===== config.mk =====
export PLATFORM = sky130hd
export DESIGN_NAME = mac_pdu_subheader_parser_flat
export DESIGN_NICKNAME = d
export VERILOG_FILES = /design/src/rtl/mpsp_pkg.sv /design/src/rtl/mpsp_pdu_if.sv /design/src/rtl/mpsp_rec_if.sv /design/src/rtl/mac_pdu_subheader_parser.sv /design/src/rtl/mpsp_parser.sv /design/src/rtl/mpsp_out_queue.sv /design/src/flat_wrapper.sv
export SDC_FILE = /design/constraint.sdc
export NUM_CORES = 1
export LEC_CHECK = 0
export ABC_AREA = 1
export BUFFER_PORTS_ARGS = -buffer_cell sky130_fd_sc_hd__buf_4
export CAP_MARGIN = 30
export CORE_MARGIN = 3
export CORE_UTILIZATION = 62
export DETAILED_ROUTE_END_ITERATION = 12
export PLACE_DENSITY_LB_ADDON = 0.1
export SETUP_SLACK_MARGIN = 0.4
export SKIP_LAST_GASP = 1
export SYNTH_ARGS = -nofsm -noshare
export SYNTH_HDL_FRONTEND = slang
export SYNTH_SLANG_ARGS = --single-unit

===== constraint.sdc =====
create_clock -name clk -period 3.7 [get_ports clk]
set_input_delay 0.555 -clock clk [delete_from_list [all_inputs] [get_ports clk]]
set_output_delay 0.555 -clock clk [all_outputs]
set_load 0.01 [all_outputs]

===== src/rtl/mpsp_pkg.sv =====
// Package for the MAC PDU subheader parser: types, constants and helpers.
// No dependencies; every module of the block imports it.
package mpsp_pkg;

    // Saturating byte counters in the summary word
    localparam int COUNT_BITS     = 12;
    localparam int LCID_BITS      = 5;
    localparam int LEN_BITS       = 7;
    localparam int LEVEL_BITS     = 6;
    localparam int CFG_INDEX_BITS = 3;
    localparam int CFG_DATA_BITS  = 5;

    // Result queue sizing
    localparam int QUEUE_DEPTH = 8;
    localparam int QPTR_BITS   = $clog2(QUEUE_DEPTH);
    localparam int QCNT_BITS   = $clog2(QUEUE_DEPTH + 1);
    // Room held back for the staged byte and a newly taken byte
    localparam int QUEUE_SLACK = 4;

    // Fixed header and length fields
    localparam int HDR_EXT_BIT   = 5;
    localparam int LONG_BSR_LEN  = 3;

    typedef enum logic [2:0] {
        PH_SUB   = 3'd0,
        PH_LEN   = 3'd1,
        PH_PAY   = 3'd2,
        PH_LONG  = 3'd3,
        PH_SHORT = 3'd4,
        PH_TRUNC = 3'd5,
        PH_OTHER = 3'd6,
        PH_PAD   = 3'd7
    } phase_t;

    typedef enum logic [CFG_INDEX_BITS-1:0] {
        CFG_MAX_DATA  = 3'd0,
        CFG_SHORT_BSR = 3'd1,
        CFG_TRUNC_BSR = 3'd2,
        CFG_LONG_BSR  = 3'd3,
        CFG_PADDING   = 3'd4
    } cfg_index_t;

    // Register defaults
    localparam logic [LCID_BITS-1:0] MAX_DATA_RST  = 5'd10;
    localparam logic [LCID_BITS-1:0] SHORT_BSR_RST = 5'd29;
    localparam logic [LCID_BITS-1:0] TRUNC_BSR_RST = 5'd28;
    localparam logic [LCID_BITS-1:0] LONG_BSR_RST  = 5'd30;
    localparam logic [LCID_BITS-1:0] PADDING_RST   = 5'd31;

    // Record kinds
    localparam logic [1:0] REC_DATA    = 2'd0;
    localparam logic [1:0] REC_BSR     = 2'd1;
    localparam logic [1:0] REC_SUMMARY = 2'd2;

    // BSR kinds
    localparam logic [1:0] BSR_SHORT = 2'd0;
    localparam logic [1:0] BSR_TRUNC = 2'd1;
    localparam logic [1:0] BSR_LONG  = 2'd2;

    typedef struct packed {
        logic [1:0]            record_kind;
        logic [LCID_BITS-1:0]  channel_id;
        logic [LEN_BITS-1:0]   sdu_length;
        logic [1:0]            bsr_kind;
        logic [1:0]            group_id;
        logic [LEVEL_BITS-1:0] level_zero;
        logic [LEVEL_BITS-1:0] level_one;
        logic [LEVEL_BITS-1:0] level_two;
        logic [LEVEL_BITS-1:0] level_three;
        logic [COUNT_BITS-1:0] bytes_consumed;
        logic [COUNT_BITS-1:0] pad_count;
        logic                  run_last;
    } result_t;

    // Up to two records produced by one byte, oldest in first
    typedef struct packed {
        logic [1:0] cnt;
        result_t    first;
        result_t    second;
    } push_t;

    // Counter add that sticks at all ones
    function automatic logic [COUNT_BITS-1:0] sat_add(
        input logic [COUNT_BITS-1:0] a,
        input logic [LEN_BITS-1:0]   b
    );
        logic [COUNT_BITS:0] sum;
        sum = {1'b0, a} + (COUNT_BITS + 1)'(b);
        if (sum[COUNT_BITS])
            return {COUNT_BITS{1'b1}};
        return sum[COUNT_BITS-1:0];
    endfunction

endpackage


===== src/rtl/mpsp_pdu_if.sv =====
// Byte channel into the MAC PDU subheader parser.
// Depends on nothing.
interface mpsp_pdu_if;
    logic       valid;
    logic       ready;
    logic [7:0] data_byte;
    logic       pdu_end;

    modport source (output valid, output data_byte, output pdu_end, input ready);
    modport sink   (input valid, input data_byte, input pdu_end, output ready);
endinterface


===== src/rtl/mpsp_rec_if.sv =====
// Record channel out of the MAC PDU subheader parser.
// Depends on nothing; field widths follow the record layout in mpsp_pkg.
interface mpsp_rec_if;
    logic        valid;
    logic        ready;
    logic [1:0]  record_kind;
    logic [4:0]  channel_id;
    logic [6:0]  sdu_length;
    logic [1:0]  bsr_kind;
    logic [1:0]  group_id;
    logic [5:0]  level_zero;
    logic [5:0]  level_one;
    logic [5:0]  level_two;
    logic [5:0]  level_three;
    logic [11:0] bytes_consumed;
    logic [11:0] pad_count;
    logic        run_last;

    modport source (
        output valid, output record_kind, output channel_id, output sdu_length,
        output bsr_kind, output group_id, output level_zero, output level_one,
        output level_two, output level_three, output bytes_consumed,
        output pad_count, output run_last, input ready
    );
    modport sink (
        input valid, input record_kind, input channel_id, input sdu_length,
        input bsr_kind, input group_id, input level_zero, input level_one,
        input level_two, input level_three, input bytes_consumed,
        input pad_count, input run_last, output ready
    );
endinterface


===== src/rtl/mac_pdu_subheader_parser.sv =====
// Uplink MAC PDU subheader parser, top level.
// Throughput: one PDU byte per cycle, sustained, whatever the record pattern,
// while the result queue has room; a stalled receiver drops pdu.ready.
// Byte stage, then parse step into the result queue, whose head drives rec.
// rst_n (async, active low) clears parse state, queue and the code
// registers to their defaults; no clearing pass, bytes are taken at once.
module mac_pdu_subheader_parser
    import mpsp_pkg::*;
(
    input  logic                      clk,
    input  logic                      rst_n,
    mpsp_pdu_if.sink                  pdu,
    mpsp_rec_if.source                rec,
    input  logic                      cfg_we,
    input  logic [CFG_INDEX_BITS-1:0] cfg_index,
    input  logic [CFG_DATA_BITS-1:0]  cfg_data
);

    push_t                push;
    logic                 room;
    logic [QCNT_BITS-1:0] q_count;

    mpsp_parser u_parser (
        .clk       (clk),
        .rst_n     (rst_n),
        .pdu       (pdu),
        .room      (room),
        .cfg_we    (cfg_we),
        .cfg_index (cfg_index),
        .cfg_data  (cfg_data),
        .push      (push)
    );

    mpsp_out_queue u_queue (
        .clk   (clk),
        .rst_n (rst_n),
        .push  (push),
        .rec   (rec),
        .room  (room),
        .count (q_count)
    );

    // Records only come from a word taken the cycle before
    a_push_from_word: assert property (@(posedge clk) disable iff (!rst_n)
        push.cnt != 2'd0 |-> $past(pdu.valid && pdu.ready))
        else $error("record pushed without an accepted word");

    // The last byte of a PDU always yields a summary
    a_end_gives_summary: assert property (@(posedge clk) disable iff (!rst_n)
        pdu.valid && pdu.ready && pdu.pdu_end |=> push.cnt != 2'd0)
        else $error("no summary for end of PDU");

    // Queue never overfills
    a_queue_bound: assert property (@(posedge clk) disable iff (!rst_n)
        q_count <= QCNT_BITS'(QUEUE_DEPTH))
        else $error("result queue overflow");

    // Output valid tracks queue occupancy
    a_valid_count: assert property (@(posedge clk) disable iff (!rst_n)
        rec.valid == (q_count != '0))
        else $error("rec.valid out of step with queue fill");

endmodule


===== src/rtl/mpsp_parser.sv =====
// Byte stage, parse state and configuration registers of the subheader parser.
// Depends on mpsp_pkg and mpsp_pdu_if.
module mpsp_parser
    import mpsp_pkg::*;
(
    input  logic                      clk,
    input  logic                      rst_n,
    mpsp_pdu_if.sink                  pdu,
    input  logic                      room,
    input  logic                      cfg_we,
    input  logic [CFG_INDEX_BITS-1:0] cfg_index,
    input  logic [CFG_DATA_BITS-1:0]  cfg_data,
    output push_t                     push
);

    // Configuration
    logic [LCID_BITS-1:0] max_data_reg, short_bsr_reg, trunc_bsr_reg;
    logic [LCID_BITS-1:0] long_bsr_reg, padding_reg;

    // Staged input word
    logic       stg_valid_reg;
    logic [7:0] stg_byte_reg;
    logic       stg_end_reg;

    // Parse state
    phase_t                phase_reg, phase_next;
    logic                  more_reg, more_next;
    logic [LCID_BITS-1:0]  chan_reg, chan_next;
    logic [LEN_BITS-1:0]   left_reg, left_next;
    logic [LEN_BITS-1:0]   held_len_reg, held_len_next;
    logic [1:0]            seen_reg, seen_next;
    logic [15:0]           bsr_reg, bsr_next;
    logic [COUNT_BITS-1:0] consumed_reg, consumed_next;
    logic [COUNT_BITS-1:0] padcnt_reg, padcnt_next;

    logic                  el_valid;
    result_t               el_rec, sum_rec;
    logic [LCID_BITS-1:0]  lcid;
    logic [23:0]           long_bits;

    assign pdu.ready = room;

    // Configuration writes
    always_ff @(posedge clk or negedge rst_n)
    begin
        if (!rst_n)
        begin
            max_data_reg  <= MAX_DATA_RST;
            short_bsr_reg <= SHORT_BSR_RST;
            trunc_bsr_reg <= TRUNC_BSR_RST;
            long_bsr_reg  <= LONG_BSR_RST;
            padding_reg   <= PADDING_RST;
        end
        else if (cfg_we)
        begin
            unique case (cfg_index)
                CFG_MAX_DATA:  max_data_reg  <= cfg_data;
                CFG_SHORT_BSR: short_bsr_reg <= cfg_data;
                CFG_TRUNC_BSR: trunc_bsr_reg <= cfg_data;
                CFG_LONG_BSR:  long_bsr_reg  <= cfg_data;
                CFG_PADDING:   padding_reg   <= cfg_data;
                default: ;
            endcase
        end
    end

    // Input stage: one word per cycle while the result queue has room
    always_ff @(posedge clk or negedge rst_n)
    begin
        if (!rst_n)
            stg_valid_reg <= 1'b0;
        else
            stg_valid_reg <= pdu.valid && pdu.ready;
    end

    always_ff @(posedge clk)
    begin
        if (pdu.valid && pdu.ready)
        begin
            stg_byte_reg <= pdu.data_byte;
            stg_end_reg  <= pdu.pdu_end;
        end
    end

    assign lcid      = stg_byte_reg[LCID_BITS-1:0];
    assign long_bits = {bsr_reg, stg_byte_reg};

    // Per-byte parse step
    always_comb
    begin
        phase_next    = phase_reg;
        more_next     = more_reg;
        chan_next     = chan_reg;
        left_next     = left_reg;
        held_len_next = held_len_reg;
        seen_next     = seen_reg;
        bsr_next      = bsr_reg;
        consumed_next = consumed_reg;
        padcnt_next   = padcnt_reg;
        el_valid      = 1'b0;
        el_rec        = '0;
        sum_rec       = '0;

        unique case (phase_reg)
            PH_SUB:
            begin
                if (more_reg)
                begin
                    more_next     = stg_byte_reg[HDR_EXT_BIT];
                    chan_next     = lcid;
                    consumed_next = sat_add(consumed_reg, LEN_BITS'(1));
                    priority if (lcid == padding_reg)
                        phase_next = PH_PAD;
                    else if (lcid <= max_data_reg)
                        phase_next = PH_LEN;
                    else if (lcid == long_bsr_reg)
                    begin
                        phase_next = PH_LONG;
                        seen_next  = 2'd0;
                    end
                    else if (lcid == trunc_bsr_reg)
                        phase_next = PH_TRUNC;
                    else if (lcid == short_bsr_reg)
                        phase_next = PH_SHORT;
                    else
                        phase_next = PH_OTHER;
                end
            end
            PH_LEN:
            begin
                held_len_next = stg_byte_reg[LEN_BITS-1:0];
                consumed_next = sat_add(consumed_reg, LEN_BITS'(1));
                if (stg_byte_reg[LEN_BITS-1:0] == '0)
                begin
                    el_valid           = 1'b1;
                    el_rec.record_kind = REC_DATA;
                    el_rec.channel_id  = chan_reg;
                    phase_next         = PH_SUB;
                end
                else
                begin
                    left_next  = stg_byte_reg[LEN_BITS-1:0];
                    phase_next = PH_PAY;
                end
            end
            PH_PAY:
            begin
                left_next = left_reg - LEN_BITS'(1);
                if (left_reg == LEN_BITS'(1))
                begin
                    consumed_next      = sat_add(consumed_reg, held_len_reg);
                    el_valid           = 1'b1;
                    el_rec.record_kind = REC_DATA;
                    el_rec.channel_id  = chan_reg;
                    el_rec.sdu_length  = held_len_reg;
                    phase_next         = PH_SUB;
                end
            end
            PH_LONG:
            begin
                if (seen_reg < 2'd2)
                begin
                    bsr_next  = {bsr_reg[7:0], stg_byte_reg};
                    seen_next = seen_reg + 2'd1;
                end
                else
                begin
                    consumed_next      = sat_add(consumed_reg, LEN_BITS'(LONG_BSR_LEN));
                    el_valid           = 1'b1;
                    el_rec.record_kind = REC_BSR;
                    el_rec.bsr_kind    = BSR_LONG;
                    el_rec.level_zero  = long_bits[23:18];
                    el_rec.level_one   = long_bits[17:12];
                    el_rec.level_two   = long_bits[11:6];
                    el_rec.level_three = long_bits[5:0];
                    seen_next          = 2'd0;
                    phase_next         = PH_SUB;
                end
            end
            PH_SHORT, PH_TRUNC:
            begin
                consumed_next      = sat_add(consumed_reg, LEN_BITS'(1));
                el_valid           = 1'b1;
                el_rec.record_kind = REC_BSR;
                el_rec.bsr_kind    = (phase_reg == PH_TRUNC) ? BSR_TRUNC : BSR_SHORT;
                el_rec.group_id    = stg_byte_reg[7:6];
                el_rec.level_zero  = stg_byte_reg[5:0];
                phase_next         = PH_SUB;
            end
            PH_OTHER:
            begin
                consumed_next = sat_add(consumed_reg, LEN_BITS'(1));
                phase_next    = PH_SUB;
            end
            PH_PAD:
            begin
                padcnt_next = sat_add(padcnt_reg, LEN_BITS'(1));
            end
            default: ;
        endcase

        el_rec.run_last = !stg_end_reg;

        // Last byte: summary and re-arm for the next PDU
        sum_rec.record_kind    = REC_SUMMARY;
        sum_rec.bytes_consumed = consumed_next;
        sum_rec.pad_count      = padcnt_next;
        sum_rec.run_last       = 1'b1;
        if (stg_end_reg)
        begin
            phase_next    = PH_SUB;
            more_next     = 1'b1;
            chan_next     = '0;
            left_next     = '0;
            held_len_next = '0;
            seen_next     = '0;
            bsr_next      = '0;
            consumed_next = '0;
            padcnt_next   = '0;
        end
    end

    // Records handed to the queue
    always_comb
    begin
        push.cnt    = 2'd0;
        push.first  = el_rec;
        push.second = sum_rec;
        if (stg_valid_reg)
        begin
            if (el_valid && stg_end_reg)
                push.cnt = 2'd2;
            else if (el_valid)
                push.cnt = 2'd1;
            else if (stg_end_reg)
            begin
                push.cnt   = 2'd1;
                push.first = sum_rec;
            end
        end
    end

    // Parse state registers
    always_ff @(posedge clk or negedge rst_n)
    begin
        if (!rst_n)
        begin
            phase_reg    <= PH_SUB;
            more_reg     <= 1'b1;
            chan_reg     <= '0;
            left_reg     <= '0;
            held_len_reg <= '0;
            seen_reg     <= '0;
            bsr_reg      <= '0;
            consumed_reg <= '0;
            padcnt_reg   <= '0;
        end
        else if (stg_valid_reg)
        begin
            phase_reg    <= phase_next;
            more_reg     <= more_next;
            chan_reg     <= chan_next;
            left_reg     <= left_next;
            held_len_reg <= held_len_next;
            seen_reg     <= seen_next;
            bsr_reg      <= bsr_next;
            consumed_reg <= consumed_next;
            padcnt_reg   <= padcnt_next;
        end
    end

endmodule


===== src/rtl/mpsp_out_queue.sv =====
// Result queue of the subheader parser: takes up to two records a cycle,
// gives one a cycle while rec.ready is high. Uses mpsp_pkg and mpsp_rec_if.
module mpsp_out_queue
    import mpsp_pkg::*;
(
    input  logic                 clk,
    input  logic                 rst_n,
    input  push_t                push,
    mpsp_rec_if.source           rec,
    output logic                 room,
    output logic [QCNT_BITS-1:0] count
);

    result_t                entries_reg [QUEUE_DEPTH];
    logic [QPTR_BITS-1:0]   head_reg, tail_reg;
    logic [QCNT_BITS-1:0]   count_reg, count_next;
    logic                   pop;
    result_t                head_rec;

    assign pop      = rec.valid && rec.ready;
    assign room     = count_reg <= QCNT_BITS'(QUEUE_DEPTH - QUEUE_SLACK);
    assign count    = count_reg;
    assign head_rec = entries_reg[head_reg];

    assign count_next = count_reg + QCNT_BITS'(push.cnt) - QCNT_BITS'(pop);

    // Storage writes
    always_ff @(posedge clk)
    begin
        if (push.cnt != 2'd0)
            entries_reg[tail_reg] <= push.first;
        if (push.cnt == 2'd2)
            entries_reg[tail_reg + QPTR_BITS'(1)] <= push.second;
    end

    // Pointers and fill level
    always_ff @(posedge clk or negedge rst_n)
    begin
        if (!rst_n)
        begin
            head_reg  <= '0;
            tail_reg  <= '0;
            count_reg <= '0;
        end
        else
        begin
            tail_reg  <= tail_reg + QPTR_BITS'(push.cnt);
            head_reg  <= head_reg + QPTR_BITS'(pop);
            count_reg <= count_next;
        end
    end

    // Head word onto the channel
    assign rec.valid          = count_reg != '0;
    assign rec.record_kind    = head_rec.record_kind;
    assign rec.channel_id     = head_rec.channel_id;
    assign rec.sdu_length     = head_rec.sdu_length;
    assign rec.bsr_kind       = head_rec.bsr_kind;
    assign rec.group_id       = head_rec.group_id;
    assign rec.level_zero     = head_rec.level_zero;
    assign rec.level_one      = head_rec.level_one;
    assign rec.level_two      = head_rec.level_two;
    assign rec.level_three    = head_rec.level_three;
    assign rec.bytes_consumed = head_rec.bytes_consumed;
    assign rec.pad_count      = head_rec.pad_count;
    assign rec.run_last       = head_rec.run_last;

endmodule


===== src/flat_wrapper.sv =====
// flat-port wrapper written by rule: the top's interface ports become plain ports
module mac_pdu_subheader_parser_flat import mpsp_pkg::*;
  (clk, rst_n, cfg_we, cfg_index, cfg_data, pdu_valid, pdu_data_byte, pdu_pdu_end, pdu_ready, rec_valid, rec_record_kind, rec_channel_id, rec_sdu_length, rec_bsr_kind, rec_group_id, rec_level_zero, rec_level_one, rec_level_two, rec_level_three, rec_bytes_consumed, rec_pad_count, rec_run_last, rec_ready);
  mpsp_pdu_if pdu_i ();
  mpsp_rec_if rec_i ();
  input  logic clk;
  input  logic rst_n;
  input  logic cfg_we;
  input  logic [CFG_INDEX_BITS-1:0] cfg_index;
  input  logic [CFG_DATA_BITS-1:0] cfg_data;
  input wire logic [$bits(pdu_i.valid)-1:0] pdu_valid;
  input wire logic [$bits(pdu_i.data_byte)-1:0] pdu_data_byte;
  input wire logic [$bits(pdu_i.pdu_end)-1:0] pdu_pdu_end;
  output wire logic [$bits(pdu_i.ready)-1:0] pdu_ready;
  output wire logic [$bits(rec_i.valid)-1:0] rec_valid;
  output wire logic [$bits(rec_i.record_kind)-1:0] rec_record_kind;
  output wire logic [$bits(rec_i.channel_id)-1:0] rec_channel_id;
  output wire logic [$bits(rec_i.sdu_length)-1:0] rec_sdu_length;
  output wire logic [$bits(rec_i.bsr_kind)-1:0] rec_bsr_kind;
  output wire logic [$bits(rec_i.group_id)-1:0] rec_group_id;
  output wire logic [$bits(rec_i.level_zero)-1:0] rec_level_zero;
  output wire logic [$bits(rec_i.level_one)-1:0] rec_level_one;
  output wire logic [$bits(rec_i.level_two)-1:0] rec_level_two;
  output wire logic [$bits(rec_i.level_three)-1:0] rec_level_three;
  output wire logic [$bits(rec_i.bytes_consumed)-1:0] rec_bytes_consumed;
  output wire logic [$bits(rec_i.pad_count)-1:0] rec_pad_count;
  output wire logic [$bits(rec_i.run_last)-1:0] rec_run_last;
  input wire logic [$bits(rec_i.ready)-1:0] rec_ready;
  assign pdu_i.valid = pdu_valid;
  assign pdu_i.data_byte = pdu_data_byte;
  assign pdu_i.pdu_end = pdu_pdu_end;
  assign pdu_ready = pdu_i.ready;
  assign rec_valid = rec_i.valid;
  assign rec_record_kind = rec_i.record_kind;
  assign rec_channel_id = rec_i.channel_id;
  assign rec_sdu_length = rec_i.sdu_length;
  assign rec_bsr_kind = rec_i.bsr_kind;
  assign rec_group_id = rec_i.group_id;
  assign rec_level_zero = rec_i.level_zero;
  assign rec_level_one = rec_i.level_one;
  assign rec_level_two = rec_i.level_two;
  assign rec_level_three = rec_i.level_three;
  assign rec_bytes_consumed = rec_i.bytes_consumed;
  assign rec_pad_count = rec_i.pad_count;
  assign rec_run_last = rec_i.run_last;
  assign rec_i.ready = rec_ready;
  mac_pdu_subheader_parser u_core (.clk(clk), .rst_n(rst_n), .pdu(pdu_i), .rec(rec_i), .cfg_we(cfg_we), .cfg_index(cfg_index), .cfg_data(cfg_data));
endmodule

==> flow_metrics.tcl <==
set metrics [dict create \
    reg2reg_from "u_core.u_parser.left_reg[1]$_DFFE_PN0P_" \
    synth.top_cell.area_share 0.237 \
    drt_iter0_markers 3108 \
    required_ns 3.14 \
    p_leak_nw 13.9 \
    setup_slack_ns 0.446 \
    synth_flop_cell "dfxtp_1" \
    synth_seq_cells 646 \
    dpl_cell_area_sq_mm 0.0304 \
    grt_pass1_vias 24800 \
    place_inst 4083 \
    r2r_setup_slack_ns 0.50 \
    drc_errors 0 \
    reg2reg_depth 18 \
    globalRoute.totalOverflow 0 \
    cts_max_level 3 \
    slew_headroom 0.267 \
    clock_skew_ns 0.0247 \
    worstReg2RegEnd "u_core.u_queue.entries_reg[2][1]$_DFFE_PP_" \
    die_h_microns 222 \
    fill_cells 3532 \
    syn_inst 3503 \
    cpMaxStageDelayCell "buf_4" \
    hp-class "input pin to async pin" \
    rsz0062_at_grt "yes" \
    cts_buffers 67 \
    synth-edff-count 201 \
    netlist_top_cells_count "nand2_1, o21ai_0, nor2_1" \
    syn_avg_cell_area_sq_um 8.29 \
    initial_core_util 0.633 \
    yosysWarningCount 0 \
    crit_fanout 52 \
    peakVddDrop_mv 0.559 \
    crit_type "register to primary output" \
    ctsHoldBuffers 0 \
    die_w_microns 222 \
    grt_max_degree 115 \
    arrival_ns 2.70 \
    final_net_count 3624 \
    crit_path_end_kind "primary output" \
    worstSetupStartpointType "register" \
    period_share 0.879 \
    groute.usage.overall 0.344 \
    power_density_mw_per_mm2 822 \
    antenna_found_initial 0 \
    antenna_cells 0 \
    port_buffers 90 \
    cts_tree "built" \
    cts_buffer_depth 3 \
    num_vias 26200 \
    syn-num-nets 3559 \
    synth-seq-area-share 0.533 \
    hold_violations 0 \
    rows 78 \
    largest_reg_flops 536 \
    clkTransAtPathRegs_ns 0.06 \
    routedWlPerCell_microns 20.8 \
    dp_hpwl_microns 53700 \
    cts-root-buf "clkbuf_16" \
    ant_nets 0 \
    globalplace.congestion 0.939 \
    dr.pass1.iters 6 \
    post-synth-top-count-cell "nand2_1" \
    die_area_sq_mm 0.0495 \
    worst_pin_slew_ns 1.10 \
    area_delta_synth_final_pct 13.3 \
    max_stage_delay_ns 0.54 \
    post_drt_via_cell_ratio 6.20 \
    finalCriticalPeriod_ns 3.25 \
    synth_top_cell_by_area "dfxtp_1" \
    fin_setup_tns_ns 0 \
    cpLargestDelayFamily "compound AO/OA/AOI/OAI gates" \
    core_sq_mm 0.0459 \
    top_level_ports 91 \
    drv_cap 0 \
    pre_cts_ws_ns 0.123 \
    wl_microns 87700 \
    drv_slew 0 \
    cp_num_buf_inv 2 \
    ys_async_sr_fraction 0.156 \
    syn_area_sq_mm 0.0290 \
    status "finished clean" \
    cp_common_cell "buf_4" \
    cts.sinks 646 \
    final_layout_size_suffix_gt1_frac 0.114 \
    fin_cells 4221 \
    clkLatencyLatePin_ns 0.61 \
    synthDistinctLibCells 52 \
    fin_util 0.718 \
    synth_area_leaders "dfxtp_1, edfxtp_1, o21ai_0" \
    grt_pass1_wl_microns 136000 \
    path_cells "buf_4 -> o21ai_0 -> o22ai_1 -> nor2_1 -> a31oi_1 -> buf_4" \
    max_clock_freq_mhz 307 \
    fin_area_sq_mm 0.0329 \
    setup_viol 0 \
]
[report_power, final]
group,internal [mW],total [mW],switching [mW]
clock network,3.83,6.68,2.84
logic,3.79,10.8,7.04
registers,8.88,9.53,0.659
total,16.5,27.0,10.5
[stage by stage]
| step | hold WS (ns) | power [mW] |
|---|---|---|
| CTS | 0.0359 | 26.7 |
| global route | 0.0552 | 28.5 |
| finish | 0.0289 | 27.0 |
| floorplan | 0.259 | 16.1 |
| detailed placement | 0.430 | 19.9 |
| global placement | 0.423 | 19.6 |
[what timing repair did]
action,4_1_cts,5_1_grt
cloned,2,1
setup endpoints to repair,666,624
pin swaps,3,1
setup buffers,8,5
resized for setup,26,22
hold endpoints to repair,0,0
[area by class of cell]
cell class	count	area, sq um	share of cell area
well taps	600	751	0.0228
clock buffers	94	1940	0.0590
inverters	401	1540	0.0467
repair inverters	1	8.76	0.000266
flip-flops and latches	646	15500	0.470
repair buffers	190	1700	0.0518
clock inverters	28	229	0.00696
multi-input cells	2261	11300	0.342
[kinds of logic after synthesis]
logic type | synth area share
flops | 0.533
fa+ha+maj | 0.0154
xor+xnor | 0.00965
simple gates | 0.160
compound gates | 0.200
buf+inv | 0.0819
[placed cells by master, fill, tap and decap left out, drive strengths merged, types with 21 or more instances in the layout]
cell,instances
a21oi,226
a31oi,75
buf,189
clkbuf,95
clkinv,21
dfrtp,82
dfxtp,344
edfxtp,201
ha,31
inv,404
nand2,609
nand3,81
nor2,419
o21ai,512
o22ai,204
xor2,21
[routing by layer]
| metal | up-vias | GRT usage | wire (microns) |
|---|---|---|---|
| met5 | - | 0 | 0 |
| met4 | 0 | 0.137 | 3610 |
| met3 | 295 | 0.0724 | 9850 |
| met2 | 1573 | 0.546 | 39600 |
| met1 | 12400 | 0.465 | 34600 |
| li1 | 11900 | - | - |
[worst max path at each step]
stage | from | to | cells past startpoint
final | u_core.u_queue.head_reg[1]$_DFF_PN0_ | rec_bytes_consumed[1] | 6
after global routing | u_core.u_parser.left_reg[1]$_DFFE_PN0P_ | u_core.u_queue.entries_reg[0][0]$_SDFFE_PP1P_ | 20
after CTS | u_core.u_queue.head_reg[0]$_DFF_PN0_ | rec_bytes_consumed[1] | 6
after detailed placement | u_core.u_parser.left_reg[1]$_DFFE_PN0P_ | u_core.u_queue.entries_reg[7][39]$_SDFFE_PP0P_ | 20
after global placement | u_core.u_parser.left_reg[1]$_DFFE_PN0P_ | u_core.u_queue.entries_reg[2][20]$_DFFE_PP_ | 18
after floorplan | u_core.u_parser.phase_reg[2]$_DFFE_PN0P_ | u_core.u_queue.entries_reg[0][10]$_DFFE_PP_ | 16
Note: power is estimated with default switching activity, not from simulation.
